==> config.mk <==
export PLATFORM = sky130hd
export DESIGN_NAME = weighted_flowlet_path_selector_flat
export DESIGN_NICKNAME = d
export VERILOG_FILES = /design/src/design/wfps_pkg.sv /design/src/design/wfps_if.sv /design/src/design/weighted_flowlet_path_selector.sv /design/src/flat_wrapper.sv
export SDC_FILE = /design/constraint.sdc
export NUM_CORES = 2
export LEC_CHECK = 0
export BUFFER_PORTS_ARGS = -buffer_cell sky130_fd_sc_hd__buf_2
export CORE_UTILIZATION = 50
export DETAILED_ROUTE_END_ITERATION = 8
export HOLD_SLACK_MARGIN = 0.03
export PLACE_DENSITY = 0.71
export SLEW_MARGIN = 20
export SYNTH_ARGS = -nofsm -noshare
export SYNTH_HDL_FRONTEND = slang
export SYNTH_SLANG_ARGS = --single-unit
==> constraint.sdc <==
create_clock -name clk -period 21 [get_ports clk]
set_input_delay 2.1 -clock clk [delete_from_list [all_inputs] [get_ports clk]]
set_output_delay 2.1 -clock clk [all_outputs]
set_load 0.005 [all_outputs]
==> src/design/wfps_pkg.sv <==
`timescale 1ns / 1ps

package wfps_pkg;

  // Path set and credit format.
  localparam int PATHS       = 4;
  localparam int CREDIT_BITS = 40;
  localparam int WEIGHT_REGS = 4;

  localparam int PATH_IDX_W = (PATHS > 1) ? $clog2(PATHS) : 1;
  localparam int PCNT_W     = 3;
  localparam int ACT_W      = ($clog2(PATHS + 1) > PCNT_W) ? $clog2(PATHS + 1) : PCNT_W;

  // Field widths.
  localparam int WEIGHT_W  = 9;
  localparam int TIME_W    = 32;
  localparam int LEN_W     = 16;
  localparam int PROD_W    = WEIGHT_W + LEN_W;
  localparam int PAY_SHIFT = 8;
  localparam int OUT_W     = 2;

  // Configuration port.
  localparam int CFG_IDX_W  = 3;
  localparam int CFG_DATA_W = 32;

  typedef logic signed [CREDIT_BITS-1:0] credit_t;
  typedef logic [CFG_IDX_W-1:0]          cfg_idx_t;

  localparam credit_t CREDIT_MAX = {1'b0, {(CREDIT_BITS - 1){1'b1}}};
  localparam credit_t CREDIT_MIN = {1'b1, {(CREDIT_BITS - 1){1'b0}}};

  // Register indices.
  localparam cfg_idx_t REG_PATH_COUNT     = 3'd0;
  localparam cfg_idx_t REG_WEIGHT0        = 3'd1;
  localparam cfg_idx_t REG_WEIGHT1        = 3'd2;
  localparam cfg_idx_t REG_WEIGHT2        = 3'd3;
  localparam cfg_idx_t REG_WEIGHT3        = 3'd4;
  localparam cfg_idx_t REG_RESET_INTERVAL = 3'd5;
  localparam cfg_idx_t REG_FLOWLET_GAP    = 3'd6;

  // Register reset values.
  localparam logic [PCNT_W-1:0]   PATH_COUNT_RST     = 3'd4;
  localparam logic [WEIGHT_W-1:0] WEIGHT_RST         = 9'd64;
  localparam logic [TIME_W-1:0]   RESET_INTERVAL_RST = 32'd1000000;
  localparam logic [TIME_W-1:0]   FLOWLET_GAP_RST    = 32'd1000;

endpackage

==> src/design/wfps_if.sv <==
`timescale 1ns / 1ps

// Packet descriptor channel.
interface wfps_in_if;
  import wfps_pkg::*;
  logic              valid;
  logic              ready;
  logic [TIME_W-1:0] arrival_time;
  logic [LEN_W-1:0]  packet_length;

  modport source (output valid, output arrival_time, output packet_length, input ready);
  modport sink   (input valid, input arrival_time, input packet_length, output ready);
endinterface

// Path decision channel.
interface wfps_out_if;
  import wfps_pkg::*;
  logic             valid;
  logic             ready;
  logic [OUT_W-1:0] path_index;

  modport source (output valid, output path_index, input ready);
  modport sink   (input valid, input path_index, output ready);
endinterface

// Register write channel.
interface wfps_cfg_if;
  import wfps_pkg::*;
  logic                  valid;
  logic                  ready;
  logic [CFG_IDX_W-1:0]  index;
  logic [CFG_DATA_W-1:0] data;

  modport source (output valid, output index, output data, input ready);
  modport sink   (input valid, input index, input data, output ready);
endinterface

==> src/design/weighted_flowlet_path_selector.sv <==
`timescale 1ns / 1ps

// Weighted flowlet path selector. Each packet word carries an arrival time and a length
// in bytes; the block keeps a signed saturating credit per path (1/256-byte units), adds
// weight times length to every active path, switches to the path with the largest credit
// (lowest index on ties) when the idle gap since the previous packet exceeds flowlet_gap,
// charges the chosen path length times 256, and returns one word holding the path index.
// All credits are cleared when more than reset_interval ticks have passed since the last
// clearing. A packet passes from the accepting state through the time checks, a multiply
// and an add per path through the shared multiplier and saturating adder, the charge,
// and the loading of the result register, which waits while an earlier decision is still
// waiting to be taken. in_ch.ready is high only while no packet is in progress. The result
// register lets the next packet be accepted while a decision still waits to be taken;
// register writes are always accepted and must only be made while the block is idle.
module weighted_flowlet_path_selector (
  input logic        clk,
  input logic        rst_n,
  wfps_in_if.sink    in_ch,
  wfps_out_if.source out_ch,
  wfps_cfg_if.sink   cfg_ch
);
  import wfps_pkg::*;

  // Sequencer states.
  localparam logic [2:0] S_IDLE  = 3'd0;
  localparam logic [2:0] S_CHECK = 3'd1;
  localparam logic [2:0] S_MUL   = 3'd2;
  localparam logic [2:0] S_ADD   = 3'd3;
  localparam logic [2:0] S_PAY   = 3'd4;
  localparam logic [2:0] S_OUT   = 3'd5;

  // Control state.
  logic [2:0]          state_r, state_nxt;
  logic                out_valid_r, out_valid_nxt;

  // Configuration registers.
  logic [PCNT_W-1:0]   path_count_r, path_count_nxt;
  logic [WEIGHT_W-1:0] weight_r [WEIGHT_REGS];
  logic [WEIGHT_W-1:0] weight_nxt [WEIGHT_REGS];
  logic [TIME_W-1:0]   reset_interval_r, reset_interval_nxt;
  logic [TIME_W-1:0]   flowlet_gap_r, flowlet_gap_nxt;

  // Architectural state.
  credit_t               credit_r [PATHS];
  credit_t               credit_nxt [PATHS];
  logic [TIME_W-1:0]     last_reset_r, last_reset_nxt;
  logic [TIME_W-1:0]     last_arrival_r, last_arrival_nxt;
  logic [PATH_IDX_W-1:0] current_path_r, current_path_nxt;

  // Working registers of the packet in progress.
  logic [TIME_W-1:0]     t_r, t_nxt;
  logic [LEN_W-1:0]      len_r, len_nxt;
  logic [PROD_W-1:0]     prod_r, prod_nxt;
  logic [PATH_IDX_W-1:0] idx_r, idx_nxt;
  logic [PATH_IDX_W-1:0] best_idx_r, best_idx_nxt;
  credit_t               best_cred_r, best_cred_nxt;
  logic                  reset_hit_r, reset_hit_nxt;
  logic                  gap_hit_r, gap_hit_nxt;
  logic [OUT_W-1:0]      out_path_r, out_path_nxt;

  // Shared datapath.
  logic [ACT_W-1:0]              pcnt_ext;
  logic [ACT_W-1:0]              act_n;
  logic                          idx_act;
  logic [WEIGHT_W-1:0]           w_sel;
  logic [PROD_W-1:0]             prod_in;
  credit_t                       credit_rd;
  credit_t                       base;
  logic signed [CREDIT_BITS:0]   delta;
  logic signed [CREDIT_BITS:0]   sum;
  credit_t                       sat_res;
  logic                          new_better;
  logic                          last_path;
  logic [TIME_W-1:0]             since_reset;
  logic [TIME_W-1:0]             since_arrival;
  logic [PATH_IDX_W+OUT_W-1:0]   cp_ext;
  logic [PATH_IDX_W-1:0]         chosen;

  assign in_ch.ready       = (state_r == S_IDLE);
  assign cfg_ch.ready      = 1'b1;
  assign out_ch.valid      = out_valid_r;
  assign out_ch.path_index = out_path_r;

  // A path count of zero behaves as one; counts above the number of paths are clipped.
  assign pcnt_ext = ACT_W'(path_count_r);
  always_comb begin
    if (pcnt_ext == '0) begin
      act_n = ACT_W'(1);
    end else if (pcnt_ext > ACT_W'(PATHS)) begin
      act_n = ACT_W'(PATHS);
    end else begin
      act_n = pcnt_ext;
    end
  end

  assign idx_act   = (ACT_W'(idx_r) < act_n);
  assign last_path = (idx_r == PATH_IDX_W'(PATHS - 1));

  // Paths without a weight register accrue nothing.
  always_comb begin
    w_sel = '0;
    for (int j = 0; j < WEIGHT_REGS; j++) begin
      if (int'(idx_r) == j) begin
        w_sel = weight_r[j];
      end
    end
  end

  assign prod_in = idx_act ? (PROD_W'(w_sel) * PROD_W'(len_r)) : '0;

  // The saturating adder serves both the accrual and the charge of the chosen path.
  assign credit_rd = credit_r[idx_r];
  assign base      = (state_r == S_ADD && reset_hit_r) ? '0 : credit_rd;

  always_comb begin
    if (state_r == S_PAY) begin
      delta = -$signed((CREDIT_BITS + 1)'({len_r, {PAY_SHIFT{1'b0}}}));
    end else begin
      delta = $signed((CREDIT_BITS + 1)'(prod_r));
    end
  end

  assign sum = $signed({base[CREDIT_BITS-1], base}) + delta;

  always_comb begin
    if (sum[CREDIT_BITS] != sum[CREDIT_BITS-1]) begin
      sat_res = sum[CREDIT_BITS] ? CREDIT_MIN : CREDIT_MAX;
    end else begin
      sat_res = sum[CREDIT_BITS-1:0];
    end
  end

  // The first path always seeds the search; later ones win only when strictly larger.
  assign new_better = (idx_r == '0) || (idx_act && (sat_res > best_cred_r));
  assign chosen     = new_better ? idx_r : best_idx_r;

  assign since_reset   = t_r - last_reset_r;
  assign since_arrival = t_r - last_arrival_r;
  assign cp_ext        = {{OUT_W{1'b0}}, current_path_r};

  // Register writes; an index beyond the list is ignored.
  always_comb begin
    path_count_nxt     = path_count_r;
    weight_nxt         = weight_r;
    reset_interval_nxt = reset_interval_r;
    flowlet_gap_nxt    = flowlet_gap_r;
    if (cfg_ch.valid) begin
      unique case (cfg_ch.index)
        REG_PATH_COUNT:     path_count_nxt     = cfg_ch.data[PCNT_W-1:0];
        REG_WEIGHT0:        weight_nxt[0]      = cfg_ch.data[WEIGHT_W-1:0];
        REG_WEIGHT1:        weight_nxt[1]      = cfg_ch.data[WEIGHT_W-1:0];
        REG_WEIGHT2:        weight_nxt[2]      = cfg_ch.data[WEIGHT_W-1:0];
        REG_WEIGHT3:        weight_nxt[3]      = cfg_ch.data[WEIGHT_W-1:0];
        REG_RESET_INTERVAL: reset_interval_nxt = cfg_ch.data[TIME_W-1:0];
        REG_FLOWLET_GAP:    flowlet_gap_nxt    = cfg_ch.data[TIME_W-1:0];
        default: ;
      endcase
    end
  end

  // Sequencer: time checks, then multiply and add for every path in turn, then the charge.
  always_comb begin
    state_nxt        = state_r;
    out_valid_nxt    = out_valid_r;
    out_path_nxt     = out_path_r;
    credit_nxt       = credit_r;
    last_reset_nxt   = last_reset_r;
    last_arrival_nxt = last_arrival_r;
    current_path_nxt = current_path_r;
    t_nxt            = t_r;
    len_nxt          = len_r;
    prod_nxt         = prod_r;
    idx_nxt          = idx_r;
    best_idx_nxt     = best_idx_r;
    best_cred_nxt    = best_cred_r;
    reset_hit_nxt    = reset_hit_r;
    gap_hit_nxt      = gap_hit_r;

    if (out_valid_r && out_ch.ready) begin
      out_valid_nxt = 1'b0;
    end

    unique case (state_r)
      S_IDLE: begin
        if (in_ch.valid) begin
          t_nxt     = in_ch.arrival_time;
          len_nxt   = in_ch.packet_length;
          state_nxt = S_CHECK;
        end
      end
      S_CHECK: begin
        reset_hit_nxt    = (since_reset > reset_interval_r);
        gap_hit_nxt      = (since_arrival > flowlet_gap_r);
        if (since_reset > reset_interval_r) begin
          last_reset_nxt = t_r;
        end
        last_arrival_nxt = t_r;
        idx_nxt          = '0;
        state_nxt        = S_MUL;
      end
      S_MUL: begin
        prod_nxt  = prod_in;
        state_nxt = S_ADD;
      end
      S_ADD: begin
        // Every path is written back so that a pending clear reaches inactive paths too.
        credit_nxt[idx_r] = sat_res;
        if (new_better) begin
          best_idx_nxt  = idx_r;
          best_cred_nxt = sat_res;
        end
        if (last_path) begin
          if (gap_hit_r) begin
            current_path_nxt = chosen;
            idx_nxt          = chosen;
          end else begin
            idx_nxt          = current_path_r;
          end
          state_nxt = S_PAY;
        end else begin
          idx_nxt   = idx_r + PATH_IDX_W'(1);
          state_nxt = S_MUL;
        end
      end
      S_PAY: begin
        credit_nxt[idx_r] = sat_res;
        state_nxt         = S_OUT;
      end
      S_OUT: begin
        if (!out_valid_r || out_ch.ready) begin
          out_path_nxt  = cp_ext[OUT_W-1:0];
          out_valid_nxt = 1'b1;
          state_nxt     = S_IDLE;
        end
      end
      default: begin
        state_nxt = S_IDLE;
      end
    endcase
  end

  always_ff @(posedge clk) begin
    if (!rst_n) begin
      state_r          <= S_IDLE;
      out_valid_r      <= 1'b0;
      path_count_r     <= PATH_COUNT_RST;
      for (int j = 0; j < WEIGHT_REGS; j++) begin
        weight_r[j] <= WEIGHT_RST;
      end
      reset_interval_r <= RESET_INTERVAL_RST;
      flowlet_gap_r    <= FLOWLET_GAP_RST;
      for (int j = 0; j < PATHS; j++) begin
        credit_r[j] <= '0;
      end
      last_reset_r     <= '0;
      last_arrival_r   <= '0;
      current_path_r   <= '0;
    end else begin
      state_r          <= state_nxt;
      out_valid_r      <= out_valid_nxt;
      path_count_r     <= path_count_nxt;
      weight_r         <= weight_nxt;
      reset_interval_r <= reset_interval_nxt;
      flowlet_gap_r    <= flowlet_gap_nxt;
      credit_r         <= credit_nxt;
      last_reset_r     <= last_reset_nxt;
      last_arrival_r   <= last_arrival_nxt;
      current_path_r   <= current_path_nxt;
    end
  end

  always_ff @(posedge clk) begin
    t_r         <= t_nxt;
    len_r       <= len_nxt;
    prod_r      <= prod_nxt;
    idx_r       <= idx_nxt;
    best_idx_r  <= best_idx_nxt;
    best_cred_r <= best_cred_nxt;
    reset_hit_r <= reset_hit_nxt;
    gap_hit_r   <= gap_hit_nxt;
    out_path_r  <= out_path_nxt;
  end

`ifndef SYNTHESIS
  // The current path always names an existing path.
  a_path_in_range: assert property (@(posedge clk) disable iff (!rst_n)
    int'(current_path_r) < PATHS)
    else $error("current path beyond the path set");

  // A flowlet switch lands on an active path.
  a_switch_active: assert property (@(posedge clk) disable iff (!rst_n)
    (state_r == S_ADD && last_path && gap_hit_r) |=> (ACT_W'(current_path_r) < act_n))
    else $error("flowlet switch chose an inactive path");

  // The charge follows the last accrual step and is made on the current path.
  a_pay_order: assert property (@(posedge clk) disable iff (!rst_n)
    (state_r == S_PAY) |-> ($past(state_r) == S_ADD && idx_r == current_path_r))
    else $error("charge step out of sequence");
`endif

endmodule
==> src/flat_wrapper.sv <==
// flat-port wrapper written by rule: the top's interface ports become plain ports
module weighted_flowlet_path_selector_flat import wfps_pkg::*;
  (clk, rst_n, in_ch_valid, in_ch_arrival_time, in_ch_packet_length, in_ch_ready, out_ch_valid, out_ch_path_index, out_ch_ready, cfg_ch_valid, cfg_ch_index, cfg_ch_data, cfg_ch_ready);
  wfps_in_if in_ch_i ();
  wfps_out_if out_ch_i ();
  wfps_cfg_if cfg_ch_i ();
  input logic clk;
  input logic rst_n;
  input wire logic [$bits(in_ch_i.valid)-1:0] in_ch_valid;
  input wire logic [$bits(in_ch_i.arrival_time)-1:0] in_ch_arrival_time;
  input wire logic [$bits(in_ch_i.packet_length)-1:0] in_ch_packet_length;
  output wire logic [$bits(in_ch_i.ready)-1:0] in_ch_ready;
  output wire logic [$bits(out_ch_i.valid)-1:0] out_ch_valid;
  output wire logic [$bits(out_ch_i.path_index)-1:0] out_ch_path_index;
  input wire logic [$bits(out_ch_i.ready)-1:0] out_ch_ready;
  input wire logic [$bits(cfg_ch_i.valid)-1:0] cfg_ch_valid;
  input wire logic [$bits(cfg_ch_i.index)-1:0] cfg_ch_index;
  input wire logic [$bits(cfg_ch_i.data)-1:0] cfg_ch_data;
  output wire logic [$bits(cfg_ch_i.ready)-1:0] cfg_ch_ready;
  assign in_ch_i.valid = in_ch_valid;
  assign in_ch_i.arrival_time = in_ch_arrival_time;
  assign in_ch_i.packet_length = in_ch_packet_length;
  assign in_ch_ready = in_ch_i.ready;
  assign out_ch_valid = out_ch_i.valid;
  assign out_ch_path_index = out_ch_i.path_index;
  assign out_ch_i.ready = out_ch_ready;
  assign cfg_ch_i.valid = cfg_ch_valid;
  assign cfg_ch_i.index = cfg_ch_index;
  assign cfg_ch_i.data = cfg_ch_data;
  assign cfg_ch_ready = cfg_ch_i.ready;
  weighted_flowlet_path_selector u_core (.clk(clk), .rst_n(rst_n), .in_ch(in_ch_i), .out_ch(out_ch_i), .cfg_ch(cfg_ch_i));
endmodule
# == Yosys cells after proc, flatten, opt, wreduce, memory -nomap -nowiden ==
# Index checks and enable logic that the tools add are counted.
# op_classes
order_cmp,7
addsub,5
n_reduce_logical,27
mux,27
bitwise,1
mul,1
n_eq_ne,18
# op_table
operator,count
two-way mux 40 bit,6
bitwise mux 160 bit,1
binary-select mux 40 bit (select 2 bit),1
demux 40 bit (select 2 bit),1
greater-than comparator 32 bit,2
subtractor 32 bit,2
adder 40 x 41 -> 41 bit,1
two-way mux 41 bit,1
negator 24 -> 41 bit,1
greater-than comparator 40 bit,1
two-way mux 9 bit,4
AND reduction 2 bit,13
multiplier 9 x 16 -> 25 bit,1
one-hot mux 3 bit (6 select lines),1
== test 3 bit (second input constant),5
two-way mux 3 bit,5
== test 3 x 2 -> 1 bit (second input constant),4
logical NOT 3 bit,3
== test 2 bit (second input constant),3
== test 3 x 1 -> 1 bit (second input constant),2
two-way mux 2 bit,3
logical AND 1 bit,4
logical NOT 2 bit,2
one-hot mux 2 bit (2 select lines),1
15 further kinds,18
# totals
wordCells,111
out_inout_bits,5
in_bits,88
regBits,454

# == Longest topological paths before layout ==
# logic_depth
ltp_word,15
mapped_depth,34
mapped_depth_nobuf,30

# == Least setup slack after synthesis ==
# No wires, ideal clock.
# synth_timing
path_type,reg-to-reg
from,register u_core.len_r[1]
to,"register u_core.best_cred_r[0], enable pin"
n_path_buf,3
period_less_slack_ns,9.171
required_ns,20.563
path_stages_with_launch,32
slack_ns,11.829
t_arrival_ns,8.733
setup_time_ns,0.437
cell_sequence,edfxtp_1 or3_1 or3_1 or3_1 nor2_1 and2_1 clkbuf_1 ha_1 mux2_2 ha_1 and4_4 and2_4 a221oi_2 o221ai_1 or4b_1 o21ai_2 xnor2_1 and2_1 buf_6 buf_12 nor2_8 nor2_1 ha_1 a211oi_1 o21ai_0 a221oi_1 o22ai_1 or4b_2 a21oi_1 xor2_1 a21oi_1 nor2_1
# synth_via
elab_chain_len,9
elab_cells_between_ends,10
cone_classes,add/sub (2); order compare (1); eq/ne (1); mux (3); reduce/logical (3)
# synth_rtl
item,line,text
start: declaration,weighted_flowlet_path_selector.sv:52,"logic [LEN_W-1:0] len_r, len_nxt;"
start signal: assignment,weighted_flowlet_path_selector.sv:274,len_r <= len_nxt;
negator 24 -> 41 bit (*),weighted_flowlet_path_selector.sv:117,"delta = -$signed((CREDIT_BITS + 1)'({len_r, {PAY_SHIFT{1'b0}}}));"
two-way mux 41 bit (*),weighted_flowlet_path_selector.sv:116,if (state_r == S_PAY) begin
adder 40 x 41 -> 41 bit (*),weighted_flowlet_path_selector.sv:123,"assign sum = $signed({base[CREDIT_BITS-1], base}) + delta;"
two-way mux 40 bit or inequality test 1 bit (tied branches),"weighted_flowlet_path_selector.sv:127, weighted_flowlet_path_selector.sv:126",
two-way mux 40 bit (*),weighted_flowlet_path_selector.sv:126,if (sum[CREDIT_BITS] != sum[CREDIT_BITS-1]) begin
via u_core.sat_res[19],weighted_flowlet_path_selector.sv:71,credit_t sat_res;
greater-than comparator 40 bit (*),weighted_flowlet_path_selector.sv:134,assign new_better = (idx_r == '0) || (idx_act && (sat_res > best_cred_r));
logical AND 1 bit (*),weighted_flowlet_path_selector.sv:134,
logical OR 1 bit (*),weighted_flowlet_path_selector.sv:134,
AND reduction 2 bit (no line) (*),n/a,
end signal: assignment,weighted_flowlet_path_selector.sv:278,best_cred_r <= best_cred_nxt;
end: declaration,weighted_flowlet_path_selector.sv:56,"credit_t best_cred_r, best_cred_nxt;"
# Mark *: on every way through the listed nets, which the timed path passes. The rest lies on a longest branch.
# A chain may end at the register's enable or synchronous reset.

# == Worst setup path in the final report ==
# layout_timing
from,register u_core.len_r[2]
to,"register u_core.best_cred_r[7], enable pin"
# Same word-level chain as after synthesis.

==> metrics.txt <==
outcome completed; # rows 90; final setup violation count 0; CP Capture Type register; Clock Skew 0.0404 ns; maximum vdd ir drop 69.7 uV; Hold Slack 0.430 ns; slowest library cell on the worst path and2_4; number of max-cap violations 0; final antenna-violating net count 0; Place WS 11.14 ns; cell count after synthesis 3448; Synth Register Bits 454; critical path class reg2reg; final instance area 0.0335 sq mm; Worst EP arrival 10.03 ns; P per Cell Area 78.2 mW/mm^2; Final Hold Viols 0; Post-Layout Cell Count 4291; Worst-Margin Slew 1.13 ns; post-CTS sizing 0; initial antenna violation count 12; Data required, critical path 21.30 ns; Netlist cell types 101; share of cells above drive strength 1 10.4%; M1 WL 34500 um; crit path max fanout 24; worst setup path startpoint u_core.len_r[2]; syn nets 3896; critical path's largest stage delay 0.81 ns; Placed Area 0.0317 sq mm; Post-Route Setup TNS 0 ns; mapped cell area 0.0307 sq mm; TritonCTS clock tree yes; clk_lat worst skew 0.64 ns; Final Power 2.62 mW; first-pass GRT wire length 128000 um; largest net degree at the start of global routing 94; minimum clock period 9.73 ns; Relative slew margins 24.1%; dominant synthesized flop cell dfxtp_1; routed vias/inst 5.66; Synth async-reset ratio 0%; Die ar. 0.0623 sq mm; Port Buffer Count 91; Root Driver clkbuf_16; RD Place Congestion 0.986; routed len/inst 18.6 um; DP HPWL 58600 um; Post-CTS Hold Fix Bufs 0; Worst-path clk slew 0.06 ns; Post-CTS Repair Setup Buffers 0; yosys warns 0; GR Util All Layers 25.7%; num ports 93; P&R area growth vs syn 9.17%; clk buf depth 3; Die H 250 um; setup ws final 11.27 ns; reg2reg start u_core.len_r[2]; RSZ-0062 raised after global routing false; met2 WL post-DR 38000 um; Initial Utilization 50.7%; Post-Route WL 79900 um; Die X 250 um; Final Slew Violations 0; multi-input logic area 0.0185 sq mm; EDFF count, synth 121; vias in the first global route 23900; number of fill cells 5409; top sig layer met5; leakage power figure 14.0 nW; part of the cycle the worst path needs 46.3%; Crit path max-delay family simple AND/OR/NAND/NOR gates; Post-route DRC 0; gr ovfl total 0; wire length on met3 4810 um; via count 24300; Clock Sinks 454; dpl cells 4192; Final Core Density 55.4%; Mean Syn Cell Area 8.89 sq um; Placeable Area 0.0605 sq mm; Starting DRT DRC Count 1541; flip-flop and latch area 0.0103 sq mm; Initial DRT Pass Iterations 5; H-tree Lvls 2; HP Start u_core.current_path_r[0]; Achievable Freq 0.103 GHz; sequential-to-total area share from yosys stat 33.6%; Critical Path Source Type register; layout net count 3912; WP buf/inv 2; Hold Path Class reg2reg; Num CTS Buffers 51
[Yosys cell counts, types with 25 or more instances]
master	instances	area (sq um)
a21o_1	61	458
nand2_1	583	2190
ha_1	258	3230
inv_1	309	1160
o21ai_0	166	831
a22o_1	44	385
o21ai_2	36	315
o21a_1	25	188
o21ai_1	33	165
nor2b_1	120	751
nand3_1	69	345
xnor2_1	70	613
nor3_1	26	130
xor2_1	48	420
mux4_2	39	878
a21boi_0	119	893
nand2b_1	31	194
edfxtp_1	121	3630
a21oi_1	196	981
dfxtp_1	333	6670
clkbuf_1	129	484
and2_1	36	225
nor2_1	164	616
fa_1	102	2040
[per-layer routing]
metal,vias up,global-route usage (%)
met5,-,0
met4,20,9.03
met3,160,3.97
met1,11500,33.4
met2,700,43.3
li1,11900,-
[where the power goes]
group          switching (mW)  internal [mW]  leakage (nW)
combinational           0.437          0.272          9.30
sequential             0.0330          0.952          3.82
clock                   0.393          0.529         0.856
total                   0.863           1.75          14.0
[final cells by class]
cell class	instances	area share, %
Multi-Input combinational cell	2519	55.4
Sequential cell	454	30.8
Clock buffer	72	4.60
Inverter	313	3.51
Tap cell	782	2.92
Timing Repair Buffer	125	2.20
Clock inverter	24	0.613
Antenna cell	2	0.0149
[path summary, 6_finish.rpt]
path                                               endpoint  slack (ns)  depth (start not counted)
worst max register to register        u_core.best_cred_r[7]       11.27                         30
worst min register to register  u_core.out_ch.path_index[0]        0.43                          0
worst min-delay path            u_core.out_ch.path_index[0]        0.43                          0
worst max-delay path                  u_core.best_cred_r[7]       11.27                         30
[logic make-up (layout without fill, tap and decap cells)]
group,count (synthesis),in the layout,synth area share (%)
AO/OA/AOI/OAI,839,839,18.1
XOR/XNOR,120,120,3.55
adder cells (fa/ha/maj),365,365,17.4
buffers and inverters,475,534,6.24
flip-flops,454,454,33.6
multiplexers,53,53,3.33
other,1,3,0.0122
AND/OR/NAND/NOR,1141,1141,17.8
[registers in the layout (all words and copies together) (netlist names), 3 cells and up]
| signal | count |
|---|---|
| u_core.flowlet_gap_r | 32 |
| u_core.prod_r | 25 |
| u_core.state_r | 3 |
| u_core.last_reset_r | 32 |
| u_core.path_count_r | 3 |
| u_core.last_arrival_r | 32 |
| u_core.weight_r | 36 |
| u_core.reset_interval_r | 32 |
| u_core.len_r | 16 |
| u_core.credit_r | 160 |
| u_core.t_r | 32 |
| u_core.best_cred_r | 40 |
[cell usage in the layout, fill, tap and decap left out, drive strengths merged, types with 6 or more instances in the layout]
master,count
a22o,44
buf,125
a21boi,119
mux2i,11
xnor2,71
nand2b,31
clkbuf,72
nand2,584
nor3,27
and3,16
clkinv,17
a2111oi,7
or2,6
nor4,6
o22ai,15
xor2,49
a31oi,14
dfxtp,333
a211o,9
nand3,72
ha,258
edfxtp,121
and2,37
o21ai,235
or3,11
nand4,24
inv,316
a21o,61
nor2b,120
fa,102
and4,9
o211ai,24
mux4,39
o21a,25
nor2,183
a211oi,20
o21bai,14
a21oi,201
(Power assumes the default switching activity.)
